**src/rtl/vra_pkg.sv**
```systemverilog
// ----------------------------------------------------------------------------
// vra_pkg
// Shared widths, latencies, constants and the CORDIC arctangent table for
// the axis-angle vector rotation pipeline.
// ----------------------------------------------------------------------------
package vra_pkg;

    localparam int CORDIC_STEPS = 16;
    localparam int CORDIC_N     = (CORDIC_STEPS > 24) ? 24 : CORDIC_STEPS;

    localparam int IN_W   = 16;
    localparam int CX_W   = 33;
    localparam int CZ_W   = 34;
    localparam int NORM_W = 52;
    localparam int MAG_W  = 25;
    localparam int SQ_W   = 64;
    localparam int MOD_W  = 32;
    localparam int DIV_W  = 48;

    localparam int SQRT_STEPS = 32;
    localparam int DIV_STEPS  = 17;
    localparam int NORM_LAT   = 7 + SQRT_STEPS + DIV_STEPS;

    localparam int ONE_Q14 = 16384;

    localparam logic signed [CZ_W-1:0] PI_Q30      = 34'sd3373259426;
    localparam logic signed [CZ_W-1:0] HALF_PI_Q30 = 34'sd1686629713;

    typedef logic signed [NORM_W-1:0] norm_elem_t;
    typedef logic signed [IN_W-1:0]   unit_elem_t;

    function automatic logic [30:0] atan_q30(input logic [4:0] idx);
        logic [30:0] v;
        case (idx)
            5'd0:    v = 31'd843314856;
            5'd1:    v = 31'd497837829;
            5'd2:    v = 31'd263043836;
            5'd3:    v = 31'd133525158;
            5'd4:    v = 31'd67021686;
            5'd5:    v = 31'd33543515;
            5'd6:    v = 31'd16775850;
            5'd7:    v = 31'd8388437;
            5'd8:    v = 31'd4194282;
            5'd9:    v = 31'd2097149;
            5'd10:   v = 31'd1048575;
            5'd11:   v = 31'd524287;
            5'd12:   v = 31'd262143;
            5'd13:   v = 31'd131071;
            5'd14:   v = 31'd65535;
            5'd15:   v = 31'd32767;
            5'd16:   v = 31'd16383;
            5'd17:   v = 31'd8191;
            5'd18:   v = 31'd4095;
            5'd19:   v = 31'd2047;
            5'd20:   v = 31'd1023;
            5'd21:   v = 31'd511;
            5'd22:   v = 31'd255;
            5'd23:   v = 31'd127;
            default: v = '0;
        endcase
        return v;
    endfunction

endpackage

```
**src/rtl/vra_cordic_cell.sv**
```systemverilog
// ----------------------------------------------------------------------------
// vra_cordic_cell
// One rotation-mode CORDIC iteration, registered.
// ----------------------------------------------------------------------------
module vra_cordic_cell (
    input  logic                          aclk,
    input  logic                          en,
    input  logic [4:0]                    idx,
    input  logic signed [vra_pkg::CX_W-1:0] x_in,
    input  logic signed [vra_pkg::CX_W-1:0] y_in,
    input  logic signed [vra_pkg::CZ_W-1:0] z_in,
    input  logic                          flag_in,
    output logic signed [vra_pkg::CX_W-1:0] x_out,
    output logic signed [vra_pkg::CX_W-1:0] y_out,
    output logic signed [vra_pkg::CZ_W-1:0] z_out,
    output logic                          flag_out
);
    import vra_pkg::*;

    logic signed [CX_W-1:0] dx, dy;
    logic signed [CZ_W-1:0] ang;

    assign dx  = y_in >>> idx;
    assign dy  = x_in >>> idx;
    assign ang = $signed({3'b000, atan_q30(idx)});

    always_ff @(posedge aclk) begin
        if (en) begin
            flag_out <= flag_in;
            if (z_in >= 0) begin
                x_out <= x_in - dx;
                y_out <= y_in + dy;
                z_out <= z_in - ang;
            end else begin
                x_out <= x_in + dx;
                y_out <= y_in - dy;
                z_out <= z_in + ang;
            end
        end
    end

endmodule

```
**config.mk**
```make
export PLATFORM = sky130hd
export DESIGN_NAME = vra_cordic_cell
export DESIGN_NICKNAME = d
export VERILOG_FILES = /design/src/rtl/vra_pkg.sv /design/src/rtl/vra_cordic_cell.sv
export SDC_FILE = /design/constraint.sdc
export NUM_CORES = 1
export LEC_CHECK = 0
export BUFFER_PORTS_ARGS = -buffer_cell sky130_fd_sc_hd__buf_2
export CAP_MARGIN = 20
export CORE_MARGIN = 4
export CORE_UTILIZATION = 60
export DETAILED_ROUTE_END_ITERATION = 6
export PLACE_DENSITY = 0.83
export SYNTH_ARGS = -nofsm -noshare
export SYNTH_HDL_FRONTEND = slang
export SYNTH_SLANG_ARGS = --single-unit
```
**constraint.sdc**
```tcl
create_clock -name aclk -period 10.72 [get_ports aclk]
set_clock_uncertainty 0.1 [all_clocks]
set_input_delay 0.536 -clock aclk [delete_from_list [all_inputs] [get_ports aclk]]
set_output_delay 0.536 -clock aclk [all_outputs]
set_load 0.01 [all_outputs]
```
Word level (Yosys, flattened, before mapping)
Memories as Yosys holds them, arrays and structs flattened.
Cells that the tools add are included.
{"block": "word_totals", "mem_bits_ro": 960, "word_cells": 17, "ff_bits": 101, "in_bits": 108, "out_inout_bits": 101, "n_memories": 1}
{"block": "op_classes", "magnitude_cmp": 1, "addsub": 6, "shift": 2, "muxes": 3}
{"name": "(no name shown)", "depth": 32, "width": 30, "read_ports": 1, "rd_ports_with_merged_regs": 0, "write_ports": 0, "line": "vra_pkg.sv:34", "source": "case (idx)"}
{"op": "33-bit adder", "count": 2}
{"op": "33-bit 2-to-1 mux", "count": 2}
{"op": "33-bit by 5-bit >>> shifter with 33-bit output", "count": 2}
{"op": "33-bit subtractor", "count": 2}
{"op": "34-bit by 32-bit adder with 34-bit output", "count": 1}
{"op": "34-bit by 1-bit greater-or-equal comparator with 1-bit output, second input constant", "count": 1}
{"op": "34-bit 2-to-1 mux", "count": 1}
{"op": "34-bit by 32-bit subtractor with 34-bit output", "count": 1}

Logic depth before layout (Yosys ltp)
{"block": "logic_depth", "word_depth": 3, "depth_mapped": 27, "mapped_depth_nobuf": 22}

Worst setup path before layout
OpenSTA, ideal clock, no wires.
{"block": "synth_path", "kind": "input port to flip-flop", "startpoint": "input idx[1]", "endpoint": "register x_out[31] (netlist bit) (data pin)", "setup_slack_ns": 4.800, "cell_stages": 25, "setup_time_ns": 0.265, "n_path_buf": 4, "arrival_time_ns": 5.555, "path_cell_list": "buf_2 > buf_2 > buf_2 > clkbuf_1 > mux4_2 > mux2i_1 > o22ai_1 > nor2_1 > ha_1 > inv_1 > or4_1 > nor4_1 > nand2b_1 > o31ai_1 > xnor2_1 > ha_1 > a21oi_1 > o21ai_0 > o21bai_1 > nand3_1 > a21oi_1 > o21ai_0 > a311oi_1 > o21ai_0 > xor2_1"}
{"block": "synth_via", "elab_chain_cells": 3, "word_cells_on_any_way": 4, "classes_between": "add/sub (2); shift (1); mux (1)"}
{"item": "from (decl)", "line": "vra_cordic_cell.sv:8", "source": "input logic [4:0] idx,"}
{"item": "33-bit by 5-bit >>> shifter with 33-bit output *", "line": "vra_cordic_cell.sv:23", "source": "assign dx = y_in >>> idx;"}
{"item": "33-bit adder / 33-bit subtractor (equally long branches)", "line": "vra_cordic_cell.sv:35, vra_cordic_cell.sv:31"}
{"item": "33-bit 2-to-1 mux *", "line": "vra_cordic_cell.sv:30", "source": "if (z_in >= 0) begin"}
{"item": "to (signal assigned)", "line": "vra_cordic_cell.sv:31", "source": "x_out <= x_in - dx;"}
{"item": "to (signal assigned)", "line": "vra_cordic_cell.sv:35", "source": "x_out <= x_in + dx;"}
{"item": "to (decl)", "line": "vra_cordic_cell.sv:13", "source": "output logic signed [vra_pkg::CX_W-1:0] x_out,"}
Every way passes the cells marked *; elsewhere a longest branch is shown, timed or not.
A chain may end at the register's enable or synchronous reset.

Worst setup path in the final report
Ends and elaborated chain as after synthesis.

==> results.md <==
- Status: complete, but fails checks
- Failing checks: DRC
- Vias per inst: roughly 7.2
- Post-route setup slack: ~3.4 ns
- Final layout net count: 2046
- Worst path max stage delay: 0.62 ns
- Maximum clock rate: 137.5 MHz
- DP HPWL: 42.24 mm
- PwrDens: 137.2 mW/mm2
- Clock Sinks: 101
- First-pass GRT wire length: 85.53 mm
- Layout cells sized above 1: 0.2116
- Busiest metal layer after global routing: met2
- Top cells by area, synth: edfxtp_1 (20%), mux4_2 (11%), ha_1 (9.0%), xnor2_1 (6.0%), a21oi_1 (4.4%)
- Routed vias: 15500
- Seq cells post-synth: between 100 and 150
- CP arrival: 7.28 ns
- Max_slew headroom: 0.3177
- PostCTS Resize Cnt: 0
- Grt total ovfl: 0
- Mapped Area: 0.01514 mm2
- Maximum VDD drop: 0.09329 mV
- CTS tree: built
- Leading cell types in the layout, fill and taps excluded: buf_2 (204), nand2_1 (151), a21oi_1 (134)
- Internal power: 1328 uW
- Residual DRC count: 1
- Pre-CTS WS: ~3.3 ns
- Htree depth: 3
- Cts hold-fix bufs: 0
- LEAKAGE: 0.006755 uW
- Final wirelength: ~56 mm
- Yosys warning count: 0
- Register area share after synthesis: 0.2004
- Setup TNS: 0 ns
- Hold Crit Start: flag_in
- Die ar.: 0.02783 mm2
- Main synth FF type: edfxtp_1
- Met3 track demand over resource: 0.09813
- Area grow syn2layout: 9.853%
- Die W: 166.8 um
- Hold worst-path end: flag_out
- Placer Congestion: about 1.1
- RSZ-0062 raised after global routing: false
- ANT cells: 0
- WHS Path Cells: 1
- Pre-Repair DR Iteration Count: 7
- Cell variety after synth: 92
- Drt wl/cell: approximately 26 um
- Comb power frac: 0.556
- Critical path class: in2reg
- Sw frac: 0.4178
- Row cnt: 57
- Vias in the first global route: between 10000 and 15000
- Period minus WS final: 7.270 ns
- Top-area cell type share of the netlist area: 0.2004
- Initial antenna violation count: 0
- Period Utilization, post-route: 0.6782
- GRT Util Overall: 0.3869
- Port bufs: 208
- Critical path startpoint category: primary input
- Grt met2 use: 0.6111
- Chip height: 166.8 um
- Clock power frac: 0.175
- Met1 Use GR: 0.5067
- Num CTS Buffers: 9
- Min-delay worst type: in2reg
- Async SR Flop Fraction: 0
- Commonest non-fill, non-tap cell in the layout: buf_2
- Number of setup buffers added after CTS: 0
- Core area: between 0.02 and 0.025 mm2
- Critical-path cell list: buf_4, buf_4, mux4_1, a32o_1, a211oi_2, ha_1, inv_1, or4_1, nor4_1, nand2b_1, o31ai_1, xnor2_1, ha_1, a21oi_1, o21ai_0, o21bai_1, nand3_1, a21oi_1, o21ai_0, a311oi_1, o21ai_0, xor2_1
- Reg clk slew, reported paths: approximately 0.08 ns
- CP endpoint kind: flip-flop
- Net Sw Power: 953.0 uW
- Crit path top cell by count: o21ai_0
- Worst Path Max Fanout: 48
- Syn nets: 1898
- Iteration-0 DRC Markers: 2290
- EDFF count, synth: between 100 and 150
- Io pins: around 210
- Final hold vios: 0
- CTS max path bufs: 2
- Post-DRT Antenna Nets: 0
- Avg Inst Size Synth: 9.021 um2
- Max Slew Vio Count: 0
- Cell taking the most area after synthesis: edfxtp_1
- Flop pwr share: 0.269
- CTS Root Cell: clkbuf_16
- Crit-path slowest cell: buf_4
- Largest net degree at the start of global routing: 82
- Worst-margin pin slew: 1.010 ns
- Starting Density: 0.6170
- CP required: 10.73 ns
- Mapped Cells: between 1500 and 2000
- Max_cap viols: 0
- Final Setup Violations: 0
## stage by stage
stage               std cells  hold slack (ns)  total power, uW  utilization  instance area, um2
global placement         2139           0.6138             1816       0.6642               16300
finish                   2153           0.2371             2281       0.6778               16630
floorplan                1678           0.5349             1477            -               15140
global route             2153           0.2260             2409       0.6778               16630
CTS                      2153           0.2294             2255       0.6778               16630
detailed placement       2139           0.6158             1852       0.6642               16300
## power groups by stage
stage                     combinational [uW]  sequential, uW  clock (uW)
after global placement                  1200             617           0
after detailed placement                1230             619           0
after CTS                               1240             614         402
final                                   1270             613         400
after floorplan                          795             682           0
after global routing                    1370             625         419
## flip-flops by register name (all words and copies together) (netlist names)
register,flops
z_out,34
x_out,33
y_out,33
flag_out,1
## worst max-delay path by stage
| stage | startpoint | slack, ns | to | cells after the start |
|---|---|---|---|---|
| after global placement | idx[0] | 3.45 | y_out[32] | 20 |
| after global routing | idx[0] | 3.10 | x_out[31] | 22 |
| after CTS | idx[1] | 3.69 | x_out[30] | 20 |
| after floorplan | idx[1] | 4.80 | x_out[31] | 25 |
| final | idx[1] | 3.45 | x_out[31] | 22 |
| after detailed placement | idx[0] | 3.32 | y_out[32] | 21 |
## final cells by class
cell class	instances	area [um2]
Multi-Input combinational cell	1446	11510
Fill cell	1961	7905
Sequential cell	101	3033
Timing Repair Buffer	227	1197
Tap cell	324	405.4
Clock buffer	9	225.2
Inverter	41	153.9
Clock inverter	5	107.6
## cells by family (layout without fill, tap and decap cells)
group / count (synthesis) / in the layout / synth area share
AOI/OAI and AO/OA: 533 / 533 / 0.2355
and+or+nand+nor: 485 / 485 / 0.1587
xor gates and xnor gates: 159 / 159 / 0.09200
muxes: 157 / 157 / 0.1794
buffers and inverters: 131 / 282 / 0.04001
adders and majority gates: 112 / 112 / 0.09407
DFF: 101 / 101 / 0.2004
## cells in the mapped netlist, drive strengths merged, types with 17 or more instances
master	count
a211oi	30
a21o	41
a21oi	134
a31oi	17
and2	18
buf	43
clkbuf	47
edfxtp	101
ha	109
inv	40
mux2	34
mux2i	39
mux4	84
nand2	151
nand2b	28
nand3	36
nor2	107
nor2b	23
nor3	39
o21a	26
o21ai	108
o22ai	18
o31ai	17
xnor2	103
xor2	56
## critical path, delay by kind of cell
family	cells	cell delay, ns
AOI/OAI and AO/OA	10	2.58
xor gates and xnor gates	2	0.27
adders and majority gates	2	0.62
buffers and inverters	3	1.16
muxes	1	0.59
and+or+nand+nor	4	1.49
## metal layers
layer	share of wire	up-vias
li1	-	6788
met1	0.38	7392
met2	0.45	1130
met3	0.12	189
met4	0.045	0
met5	0	-
Note: power is estimated with default switching activity, not from simulation.
